==> config.mk <==
export PLATFORM = sky130hd
export DESIGN_NAME = color_blob_centroid_unit
export DESIGN_NICKNAME = d
export VERILOG_FILES = /design/src/cbc_pkg.sv /design/src/cbc_front.sv /design/src/cbc_queue.sv /design/src/cbc_back.sv /design/src/color_blob_centroid_unit.sv
export SDC_FILE = /design/constraint.sdc
export NUM_CORES = 1
export LEC_CHECK = 0
export BUFFER_PORTS_ARGS = -buffer_cell sky130_fd_sc_hd__clkbuf_2
export CAP_MARGIN = 10
export CORE_MARGIN = 4
export CORE_UTILIZATION = 45
export CTS_BUF_LIST = sky130_fd_sc_hd__clkbuf_2 sky130_fd_sc_hd__clkbuf_4 sky130_fd_sc_hd__clkbuf_8
export DETAILED_ROUTE_END_ITERATION = 10
export PLACE_DENSITY = 0.61
export SETUP_SLACK_MARGIN = 0.1
export SLEW_MARGIN = 5
export SYNTH_ARGS = -nofsm -noshare
export SYNTH_HDL_FRONTEND = slang
export SYNTH_SLANG_ARGS = --single-unit
export TNS_END_PERCENT = 10
==> constraint.sdc <==
create_clock -name clk -period 8 [get_ports clk]
set_input_delay 1.6 -clock clk [delete_from_list [all_inputs] [get_ports clk]]
set_output_delay 1.6 -clock clk [all_outputs]
set_load 0.03 [all_outputs]
==> src/cbc_pkg.sv <==
`timescale 1ns / 1ps
// shared types and constants of the color blob centroid unit
package cbc_pkg;

  // frame limits
  localparam int MAX_WIDTH  = 1024;
  localparam int MAX_HEIGHT = 1024;

  // field widths
  localparam int COLOR_W = 8;
  localparam int COORD_W = 10;
  localparam int RATIO_W = 4;

  // accumulator sizing follows from the frame limits
  localparam longint unsigned MATCH_CAP = longint'(MAX_WIDTH) * longint'(MAX_HEIGHT);
  localparam int COUNT_W = $clog2(MATCH_CAP + 1);
  localparam int SUM_W   = $clog2(MATCH_CAP * ((longint'(1) << COORD_W) - 1) + 1);

  // divider sizing
  localparam int DIV_W  = COUNT_W + COORD_W;
  localparam int STEP_W = $clog2(COORD_W);

  // queue of frame totals
  localparam int Q_DEPTH = 2;
  localparam int QPTR_W  = $clog2(Q_DEPTH);
  localparam int QCNT_W  = $clog2(Q_DEPTH + 1);

  // configuration port
  localparam int CFG_ADDR_W = 3;
  localparam int CFG_DATA_W = 32;
  localparam logic [CFG_ADDR_W-1:0] REG_BLUE_RATIO = CFG_ADDR_W'(0);
  localparam logic [RATIO_W-1:0]    RATIO_RESET    = RATIO_W'(5);

  // input request
  typedef struct packed {
    logic [COLOR_W-1:0] red;
    logic [COLOR_W-1:0] green;
    logic [COLOR_W-1:0] blue;
    logic [COORD_W-1:0] column;
    logic [COORD_W-1:0] row;
    logic               last_pixel;
  } pixel_t;

  // result request
  typedef struct packed {
    logic               found;
    logic [COORD_W-1:0] centre_x;
    logic [COORD_W-1:0] centre_y;
  } centroid_t;

  // totals of one frame
  typedef struct packed {
    logic [SUM_W-1:0]   sum_column;
    logic [SUM_W-1:0]   sum_row;
    logic [COUNT_W-1:0] match_count;
  } totals_t;

  // write side of the totals queue
  typedef struct packed {
    logic    valid;
    totals_t data;
  } q_wr_t;

  // status of the totals queue
  typedef struct packed {
    logic empty;
    logic full;
  } q_stat_t;

endpackage

==> src/cbc_front.sv <==
`timescale 1ns / 1ps
// pixel classifier and per-frame accumulators
module cbc_front (
  input  logic                       clk,
  input  logic                       rst_n,
  input  logic [cbc_pkg::RATIO_W-1:0] ratio,
  input  logic                       push,
  input  cbc_pkg::pixel_t            in_data,
  input  cbc_pkg::q_stat_t           q_stat,
  output logic                       full,
  output cbc_pkg::q_wr_t             q_wr
);

  logic [cbc_pkg::SUM_W-1:0]   sum_col_r, sum_col_nxt;
  logic [cbc_pkg::SUM_W-1:0]   sum_row_r, sum_row_nxt;
  logic [cbc_pkg::COUNT_W-1:0] count_r, count_nxt;
  logic [cbc_pkg::COLOR_W+cbc_pkg::RATIO_W-1:0] lim_red, lim_green;
  logic accept, match, take;

  // a frame's totals need a free queue slot, so stall on a full queue
  assign full   = q_stat.full;
  assign accept = push && !q_stat.full;

  // threshold test with exact products
  assign lim_red   = ratio * in_data.red;
  assign lim_green = ratio * in_data.green;
  assign match = ((cbc_pkg::COLOR_W+cbc_pkg::RATIO_W)'(in_data.blue) > lim_red) &&
                 ((cbc_pkg::COLOR_W+cbc_pkg::RATIO_W)'(in_data.blue) > lim_green);

  // matches beyond the frame capacity are dropped
  assign take = match && (count_r != cbc_pkg::COUNT_W'(cbc_pkg::MATCH_CAP));

  // totals including the current pixel
  always_comb begin
    sum_col_nxt = sum_col_r;
    sum_row_nxt = sum_row_r;
    count_nxt   = count_r;
    if (take) begin
      sum_col_nxt = sum_col_r + cbc_pkg::SUM_W'(in_data.column);
      sum_row_nxt = sum_row_r + cbc_pkg::SUM_W'(in_data.row);
      count_nxt   = count_r + cbc_pkg::COUNT_W'(1);
    end
  end

  // hand the frame totals to the back end on the last pixel
  assign q_wr.valid            = accept && in_data.last_pixel;
  assign q_wr.data.sum_column  = sum_col_nxt;
  assign q_wr.data.sum_row     = sum_row_nxt;
  assign q_wr.data.match_count = count_nxt;

  // accumulators, cleared at the end of each frame
  always_ff @(posedge clk) begin
    if (!rst_n) begin
      sum_col_r <= '0;
      sum_row_r <= '0;
      count_r   <= '0;
    end else if (accept) begin
      if (in_data.last_pixel) begin
        sum_col_r <= '0;
        sum_row_r <= '0;
        count_r   <= '0;
      end else begin
        sum_col_r <= sum_col_nxt;
        sum_row_r <= sum_row_nxt;
        count_r   <= count_nxt;
      end
    end
  end

endmodule

==> src/cbc_queue.sv <==
`timescale 1ns / 1ps
// short queue of frame totals between front and back end
module cbc_queue (
  input  logic              clk,
  input  logic              rst_n,
  input  cbc_pkg::q_wr_t    q_wr,
  input  logic              rd_en,
  output cbc_pkg::totals_t  rd_data,
  output cbc_pkg::q_stat_t  q_stat
);

  cbc_pkg::totals_t mem_r [cbc_pkg::Q_DEPTH];
  logic [cbc_pkg::QPTR_W-1:0] wr_ptr_r, rd_ptr_r;
  logic [cbc_pkg::QCNT_W-1:0] cnt_r;
  logic do_wr, do_rd;

  assign q_stat.empty = (cnt_r == '0);
  assign q_stat.full  = (cnt_r == cbc_pkg::QCNT_W'(cbc_pkg::Q_DEPTH));
  assign do_wr = q_wr.valid && !q_stat.full;
  assign do_rd = rd_en && !q_stat.empty;
  assign rd_data = mem_r[rd_ptr_r];

  // storage, no reset needed
  always_ff @(posedge clk) begin
    if (do_wr) begin
      mem_r[wr_ptr_r] <= q_wr.data;
    end
  end

  // pointers and fill count
  always_ff @(posedge clk) begin
    if (!rst_n) begin
      wr_ptr_r <= '0;
      rd_ptr_r <= '0;
      cnt_r    <= '0;
    end else begin
      if (do_wr) begin
        wr_ptr_r <= (wr_ptr_r == cbc_pkg::QPTR_W'(cbc_pkg::Q_DEPTH - 1)) ?
                    '0 : wr_ptr_r + cbc_pkg::QPTR_W'(1);
      end
      if (do_rd) begin
        rd_ptr_r <= (rd_ptr_r == cbc_pkg::QPTR_W'(cbc_pkg::Q_DEPTH - 1)) ?
                    '0 : rd_ptr_r + cbc_pkg::QPTR_W'(1);
      end
      if (do_wr && !do_rd) begin
        cnt_r <= cnt_r + cbc_pkg::QCNT_W'(1);
      end else if (do_rd && !do_wr) begin
        cnt_r <= cnt_r - cbc_pkg::QCNT_W'(1);
      end
    end
  end

endmodule

==> src/cbc_back.sv <==
`timescale 1ns / 1ps
// centroid divider and result register
module cbc_back (
  input  logic              clk,
  input  logic              rst_n,
  input  cbc_pkg::q_stat_t  q_stat,
  input  cbc_pkg::totals_t  rd_data,
  output logic              rd_en,
  input  logic              pop,
  output logic              empty,
  output cbc_pkg::centroid_t out_data
);

  typedef enum logic [1:0] {ST_IDLE, ST_DIV, ST_DONE} state_t;

  state_t state_r;
  logic [cbc_pkg::DIV_W-1:0]   rem_x_r, rem_y_r, dsh_r;
  logic [cbc_pkg::DIV_W-1:0]   sub_x, sub_y;
  logic [cbc_pkg::COORD_W-1:0] q_x_r, q_y_r;
  logic [cbc_pkg::STEP_W-1:0]  step_r;
  logic                        found_r;
  logic                        out_valid_r;
  cbc_pkg::centroid_t          out_r;
  logic ge_x, ge_y, out_free;

  assign rd_en    = (state_r == ST_IDLE) && !q_stat.empty;
  assign out_free = !out_valid_r || pop;
  assign empty    = !out_valid_r;
  assign out_data = out_r;

  // one restoring step per cycle on both coordinates
  assign ge_x  = rem_x_r >= dsh_r;
  assign ge_y  = rem_y_r >= dsh_r;
  assign sub_x = rem_x_r - dsh_r;
  assign sub_y = rem_y_r - dsh_r;

  // divider sequencer and result register
  always_ff @(posedge clk) begin
    if (!rst_n) begin
      state_r     <= ST_IDLE;
      out_valid_r <= 1'b0;
    end else begin
      // result valid: loaded when a quotient is done, cleared when popped
      if ((state_r == ST_DONE) && out_free) begin
        out_valid_r <= 1'b1;
      end else if (pop && out_valid_r) begin
        out_valid_r <= 1'b0;
      end
      unique case (state_r)
        ST_IDLE: begin
          if (!q_stat.empty) begin
            rem_x_r <= cbc_pkg::DIV_W'(rd_data.sum_column);
            rem_y_r <= cbc_pkg::DIV_W'(rd_data.sum_row);
            dsh_r   <= cbc_pkg::DIV_W'(rd_data.match_count) << (cbc_pkg::COORD_W - 1);
            found_r <= (rd_data.match_count != '0);
            q_x_r   <= '0;
            q_y_r   <= '0;
            step_r  <= cbc_pkg::STEP_W'(cbc_pkg::COORD_W - 1);
            state_r <= ST_DIV;
          end
        end
        ST_DIV: begin
          if (ge_x) begin
            rem_x_r <= sub_x;
          end
          if (ge_y) begin
            rem_y_r <= sub_y;
          end
          q_x_r  <= {q_x_r[cbc_pkg::COORD_W-2:0], ge_x};
          q_y_r  <= {q_y_r[cbc_pkg::COORD_W-2:0], ge_y};
          dsh_r  <= dsh_r >> 1;
          step_r <= step_r - cbc_pkg::STEP_W'(1);
          if (step_r == '0) begin
            state_r <= ST_DONE;
          end
        end
        ST_DONE: begin
          // empty frame reports zero coordinates
          if (out_free) begin
            out_r.found    <= found_r;
            out_r.centre_x <= found_r ? q_x_r : '0;
            out_r.centre_y <= found_r ? q_y_r : '0;
            state_r        <= ST_IDLE;
          end
        end
        default: begin
          state_r <= ST_IDLE;
        end
      endcase
    end
  end

endmodule

==> src/color_blob_centroid_unit.sv <==
`timescale 1ns / 1ps
// color blob centroid unit: one pixel per cycle unless full, one centroid per frame
// a frame's centroid follows its totals through the queue, the divider and the result register
// throughput: one pixel per cycle unless full; the 10-step shared divider takes one frame at a time
// the input stalls only while two frame totals wait in the queue for the divider
// reset (synchronous, active low) clears accumulators and queues, sets blue_ratio to 5
module color_blob_centroid_unit (
  input  logic                            clk,
  input  logic                            rst_n,
  input  logic                            push,
  output logic                            full,
  input  cbc_pkg::pixel_t                 in_data,
  output logic                            empty,
  input  logic                            pop,
  output cbc_pkg::centroid_t              out_data,
  input  logic                            psel,
  input  logic                            penable,
  input  logic                            pwrite,
  input  logic [cbc_pkg::CFG_ADDR_W-1:0]  paddr,
  input  logic [cbc_pkg::CFG_DATA_W-1:0]  pwdata,
  output logic [cbc_pkg::CFG_DATA_W-1:0]  prdata,
  output logic                            pready
);

  logic [cbc_pkg::RATIO_W-1:0] ratio_r;
  logic                        hit;
  cbc_pkg::q_wr_t              q_wr;
  cbc_pkg::q_stat_t            q_stat;
  cbc_pkg::totals_t            rd_data;
  logic                        rd_en;

  // register decode: word addressed
  assign pready = 1'b1;
  assign hit    = ({paddr[cbc_pkg::CFG_ADDR_W-1:2], 2'b00} == cbc_pkg::REG_BLUE_RATIO);
  assign prdata = hit ? cbc_pkg::CFG_DATA_W'(ratio_r) : '0;

  // blue ratio register
  always_ff @(posedge clk) begin
    if (!rst_n) begin
      ratio_r <= cbc_pkg::RATIO_RESET;
    end else if (psel && penable && pwrite && pready && hit) begin
      ratio_r <= pwdata[cbc_pkg::RATIO_W-1:0];
    end
  end

  // classify and accumulate
  cbc_front u_front (
    .clk     (clk),
    .rst_n   (rst_n),
    .ratio   (ratio_r),
    .push    (push),
    .in_data (in_data),
    .q_stat  (q_stat),
    .full    (full),
    .q_wr    (q_wr)
  );

  // frame totals queue
  cbc_queue u_queue (
    .clk     (clk),
    .rst_n   (rst_n),
    .q_wr    (q_wr),
    .rd_en   (rd_en),
    .rd_data (rd_data),
    .q_stat  (q_stat)
  );

  // divide and deliver
  cbc_back u_back (
    .clk      (clk),
    .rst_n    (rst_n),
    .q_stat   (q_stat),
    .rd_data  (rd_data),
    .rd_en    (rd_en),
    .pop      (pop),
    .empty    (empty),
    .out_data (out_data)
  );

endmodule

# [Yosys cells after proc, flatten, opt, wreduce, memory -nomap -nowiden]
# Memory sizes are Yosys's and may differ from the RTL's. A register that Yosys moved wholly into a read port is not among the register bits.
# Index checks and enable logic that the tools add are counted.
[op_classes] div=0 reduce_logical=33 eq_ne=9 n_bitwise=2 shifts=0 n_mux=34 add_sub_neg=10 n_lt_le_gt_ge=4 mul=2
[ops] op="$pmux W31 S2" count=3
[ops] op="$mux W31" count=5
[ops] op="$mux W30" count=4
[ops] op="$ge A31 B31 Y1" count=2
[ops] op="$sub A31 B31 Y31" count=2
[ops] op="$add A30 B10 Y30" count=2
[ops] op="$mux W21" count=2
[ops] op="$pmux W10 S2" count=2
[ops] op="$gt A8 B12 Y1" count=2
[ops] op="$mul A4 B8 Y12" count=2
[ops] op="$add A21 B1 Y21 const B" count=1
[ops] op="$ne A21 B21 Y1 const B" count=1
[ops] op="$reduce_bool A21 Y1" count=1
[ops] op="$logic_and A1 B1 Y1" count=14
[ops] op="$reduce_and A3 Y1" count=4
[ops] op="$mux W10" count=1
[ops] op="$mux W2" count=5
[ops] op="$mux W1" count=8
[ops] op="$mux W4" count=2
[ops] op="$ne A2 B1 Y1 const B" count=4
[ops] op="$pmux W4 S2" count=1
[ops] op="$reduce_and A4 Y1" count=2
[ops] op="$pmux W2 S3" count=1
[ops] op="$reduce_bool A2 Y1" count=3
[ops] op="12 further kinds" count=20
[word_totals] output_inout_bits=56 mem_bits_ro=0 input_bits=87 ram_bits=162 n_memories=1 ff_bits=231 latchBits=0
[mem_list] memory="u_queue.mem_r" words=2 width=81 rd=1 rd_ports_with_merged_regs=1 wr=1 line_no="cbc_queue.sv:12" source="cbc_pkg::totals_t mem_r [cbc_pkg::Q_DEPTH];"

# [Longest topological paths before layout]
[depth] word_depth=9 depth_mapped=24

# [Cells and area by module]
# From an unflattened synthesis, not the netlist that was laid out.
[hier_totals] hier_cells=2441 area_unflattened_um2=24498.5
[modules_own_cells] module="cbc_back" cells_per_inst=985 area_per_inst_um2=9332.7 n_inst=1
[modules_own_cells] module="cbc_front" cells_per_inst=1126 area_per_inst_um2=8618.3 n_inst=1
[modules_own_cells] module="cbc_queue" cells_per_inst=277 area_per_inst_um2=6105.9 n_inst=1
[modules_own_cells] module="color_blob_centroid_unit" cells_per_inst=53 area_per_inst_um2=441.7 n_inst=1

# [Worst setup path before layout]
# OpenSTA, ideal clock, no wires.
[synth_timing] path_type="input-to-reg" from="in in_data[38] (netlist bit)" to="mem u_queue.mem_r[0][27] (netlist bit) (data pin)" required_time_ps=7724 arrival_ps=6153 n_path_buf=4 setup_time_ps=276 setup_slack_ps=1571 stages=23 path_cell_list="and2_1 -> fa_1 -> inv_1 -> fa_1 -> inv_1 -> ha_1 -> a21oi_2 -> o21ai_1 -> a21oi_1 -> xor2_1 -> ha_1 -> nand4_1 -> o32ai_1 -> nor4_1 -> nand3_1 -> or4_1 -> buf_2 -> or2_1 -> buf_2 -> clkbuf_1 -> clkbuf_1 -> nand2_1 -> o21ai_0"
[synth_rtl] element="start: declaration" line_no="color_blob_centroid_unit.sv:12" source="input cbc_pkg::pixel_t in_data,"
[synth_rtl] element="end: declaration" line_no="cbc_queue.sv:12"

==> flow_results.xml <==
<?xml version="1.0" encoding="UTF-8"?>
<metrics>
  <group name="synthesis">
    <metric name="compound_gate_portion_of_the_synthesized_area" unit="%">14.3</metric>
    <metric name="post_synth.cell_area_avg" unit="um2">10.4</metric>
    <metric name="syn-cell-area" unit="um2">22700</metric>
    <metric name="yosys.area_share.simple" unit="%">14.7</metric>
    <metric name="synth_seq_cells" unit="">393</metric>
    <metric name="post_synth_xor_area_fraction" unit="%">5.28</metric>
    <metric name="largest_family_of_logic_cells_by_synthesized_area" unit="">simple AND/OR/NAND/NOR gates</metric>
    <metric name="ys_dominant_reg_cell" unit="">edfxtp_1</metric>
    <metric name="post_synth_num_cell_types" unit="">77</metric>
    <metric name="postSynthCellCount" unit="">2176</metric>
    <metric name="synth_edf_count" unit="">300</metric>
    <metric name="sequential_cell_area_fraction_in_the_yosys_report" unit="%">47.8</metric>
    <metric name="yosys-mux-area-fraction" unit="%">3.62</metric>
    <metric name="synthArstFlopShare" unit="%">0</metric>
    <metric name="count_of_synthesis_stage_warnings_from_yosys" unit="">0</metric>
    <metric name="adder_cell_fraction_of_synth_area" unit="%">9.73</metric>
  </group>
  <group name="global_routing">
    <metric name="grt_antenna_before_repair" unit="">0</metric>
    <metric name="all_layer_global_routing_usage" unit="%">19.4</metric>
    <metric name="grt_max_degree" unit="">90</metric>
    <metric name="gr-total-overflow" unit="">0</metric>
    <metric name="grt_pass1_vias" unit="">15650</metric>
    <metric name="grt_first_pass_wirelength" unit="um">83400</metric>
  </group>
  <group name="clock_tree">
    <metric name="clk_transition_reported_paths" unit="ps">60</metric>
    <metric name="postCtsResizedCells" unit="">0</metric>
    <metric name="hold_fix_buffers_cts" unit="">0</metric>
    <metric name="clock_tree_from_tritoncts" unit="">yes</metric>
    <metric name="post_cts_buffers" unit="">0</metric>
    <metric name="tritoncts_num_sinks" unit="">393</metric>
    <metric name="cts-root-buf" unit="">clkbuf_8</metric>
    <metric name="tritoncts.num_buffers" unit="">70</metric>
    <metric name="worst_skew_pair.late_latency" unit="ps">640</metric>
    <metric name="cts_max_level" unit="">3</metric>
    <metric name="cts_buffer_depth" unit="">3</metric>
  </group>
  <group name="power">
    <metric name="power.density_cell_area" unit="nW/um2">303</metric>
    <metric name="vdd_drop_max" unit="V">0.000146</metric>
    <metric name="leakagePower" unit="nW">9.97</metric>
  </group>
  <group name="sta">
    <metric name="slew-limit-headroom" unit="%">31.6</metric>
    <metric name="fin_crit" unit="ps">6550</metric>
    <metric name="finalCritPeriodShare" unit="%">81.9</metric>
    <metric name="transition_time_at_the_pin_with_the_least_slew_margin" unit="ps">1030</metric>
    <metric name="fin_skew" unit="ps">29.8</metric>
    <metric name="final.setup.tns" unit="ps">0</metric>
    <metric name="maxSlewViolCount" unit="">0</metric>
    <metric name="highest_attainable_clock_frequency" unit="MHz">153</metric>
    <metric name="rsz0062_at_grt" unit="">false</metric>
    <metric name="report.final.hold_viol_count" unit="">0</metric>
    <metric name="final-setup-viol-count" unit="">0</metric>
  </group>
  <group name="die">
    <metric name="floorplan.die_area" unit="um2">54200</metric>
    <metric name="rows" unit="">82</metric>
    <metric name="boundaryPins" unit="">143</metric>
    <metric name="core-area" unit="um2">50100</metric>
    <metric name="initial_utilization" unit="%">45.4</metric>
    <metric name="die_y_extent" unit="um">233</metric>
    <metric name="die_w" unit="um">233</metric>
  </group>
  <group name="placement">
    <metric name="io_buffer_count" unit="">83</metric>
    <metric name="hpwl" unit="um">37300</metric>
    <metric name="placedCellCount" unit="">2857</metric>
    <metric name="globalplace.congestion" unit="">0.855</metric>
    <metric name="placed_area" unit="um2">23700</metric>
  </group>
  <group name="worst_setup_path">
    <metric name="worstSetupPathType" unit="">in2reg</metric>
    <metric name="worstSetupEndpointType" unit="">flip-flop</metric>
    <metric name="setup.worst_path.start_class" unit="">input pin</metric>
    <metric name="critical_path_required_time" unit="ps">8350</metric>
    <metric name="worst_ep_arrival_time" unit="ps">6900</metric>
    <metric name="path_max_fanout" unit="">46</metric>
  </group>
  <group name="routing">
    <metric name="vias_per_cell" unit="">5.41</metric>
    <metric name="routed_wire_length_per_instance" unit="um">17.5</metric>
    <metric name="detailroute.via_count" unit="">16153</metric>
    <metric name="drt-pass1-iter-count" unit="">5</metric>
    <metric name="number_of_design_rule_violations_left_by_the_first_detailed_router_iteration" unit="">1297</metric>
    <metric name="ant_nets" unit="">0</metric>
    <metric name="drc_errors" unit="">0</metric>
    <metric name="wl" unit="um">52400</metric>
  </group>
  <group name="layout">
    <metric name="fin_area" unit="um2">25100</metric>
    <metric name="num-nets-final" unit="">2504</metric>
    <metric name="post_route_cells_drive_above_1_share" unit="%">11.2</metric>
    <metric name="layout.filler_cells" unit="">4588</metric>
    <metric name="layout-area-overhead-vs-synth" unit="%">10.6</metric>
    <metric name="stdcell_count" unit="">2986</metric>
  </group>
  <group name="flow_run">
    <metric name="max_cap_viol_count" unit="">0</metric>
  </group>
  <group name="status">
    <metric name="run_status" unit="">complete, no violations</metric>
  </group>
  <group name="hold_path">
    <metric name="worstHoldPathType" unit="">reg2reg</metric>
  </group>
</metrics>
==> Yosys cell counts, types with 64 or more instances <==
cell type / number / area [um2]
dfxtp_1: 93 / 1860
ha_1: 132 / 1650
o21ai_0: 157 / 786
mux2i_1: 71 / 711
a21oi_1: 91 / 455
edfxtp_1: 300 / 9010
xnor2_1: 80 / 701
inv_1: 120 / 450
nand2_1: 207 / 777
clkbuf_1: 80 / 300
and2_1: 108 / 676
a21o_1: 64 / 480
nor2_1: 78 / 293
==> report_power, final <==
| part | leakage, nW | internal, mW | switching, mW |
|---|---|---|---|
| sequential | 3.55 | 2.66 | 0.155 |
| combinational | 5.67 | 1.14 | 1.76 |
| clock | 0.751 | 1.06 | 0.842 |
| total | 9.97 | 4.87 | 2.76 |
==> path summary, 6_finish.rpt <==
kind / from / endpoint / slack, ps / cells after the start
setup / recovery: in_data[37] / u_queue.mem_r[1][53] / 1450 / 20
hold / removal: u_front.sum_col_r[25] / u_front.sum_col_r[25] / 440 / 1
setup reg to reg: ratio_r[3] / u_queue.mem_r[1][53] / 1700 / 19
hold reg to reg: u_front.sum_col_r[25] / u_front.sum_col_r[25] / 440 / 1
==> per-layer routing <==
metal	share of wire (%)	global-route usage, %	up-vias
met5	0	0	-
met4	2.5	6.37	0
met3	4.8	3.07	83
met2	45	30.1	376
met1	48	27.9	7692
li1	-	-	8002
==> registers in the layout, summed over array words and instances (netlist names), named ones only <==
name	flops
ratio_r	4
u_back.dsh_r	30
u_back.found_r	1
u_back.out_data	21
u_back.out_valid_r	1
u_back.q_x_r	10
u_back.q_y_r	10
u_back.rem_x_r	31
u_back.rem_y_r	31
u_back.state_r	2
u_back.step_r	4
u_front.count_r	21
u_front.sum_col_r	30
u_front.sum_row_r	30
u_queue.cnt_r	2
u_queue.mem_r	162
u_queue.rd_ptr_r	1
u_queue.wr_ptr_r	1
==> logic make-up (layout without fill, tap and decap cells) <==
logic type	count (synthesis)	after routing
AOI/OAI and AO/OA	515	515
xor gates and xnor gates	137	137
adders and majority gates	160	160
buffers and inverters	242	352
DFF	393	393
muxes	81	81
other	2	30
and+or+nand+nor	646	646
==> metrics by stage <==
stage / power, mW / hold WS (ps) / setup slack [ps] / util [%]
finish: 7.63 / 436 / 1450 / 50.2
global route: 8.16 / 480 / 1150 / 50.2
CTS: 7.69 / 437 / 1560 / 50.2
detailed placement: 5.74 / 429 / 865 / 47.4
global placement: 5.69 / 423 / 958 / 47.4
floorplan: 5.05 / 412 / 1570 / -
==> layout make-up <==
class                   count  area (um2)  area share, %
well taps                 672         841           3.34
inverters                 120         450           1.79
clock inverters            25         186          0.741
repair buffers            104         573           2.28
flip-flops and latches    393       10900           43.2
diodes                      1        2.50        0.00995
multi-input cells        1568       11000           43.7
clock buffers             103        1240           4.92
==> cells in the final DEF, fill, tap and decap left out, drive strengths merged, types with 32 or more instances in the layout <==
cell type,netlist,routed
edfxtp,300,300
nand2,207,207
clkbuf,80,186
o21ai,175,175
ha,132,132
inv,120,124
and2,108,108
dfxtp,93,93
a21oi,93,93
xnor2,80,80
nor2,78,78
mux2i,71,71
a21o,64,64
xor2,57,57
nand3,44,44
nor3,41,41
a31oi,36,36
nor2b,32,32
==> worst max-delay path: stages <==
cell and delay (ps):
clkbuf_2 100, nand2_1 80, fa_1 560, inv_1 50, fa_1 490, ha_1 300, a21o_1 170, a21oi_2 170
o21ai_1 110, a21oi_1 180, xor2_1 160, ha_1 260, nand4_1 100, o32ai_1 90, nor4_1 250, nand3_1 140
or4_1 710, or2_2 510, buf_4 320, o21ai_0 510
Power figures use the tool's default switching activity.
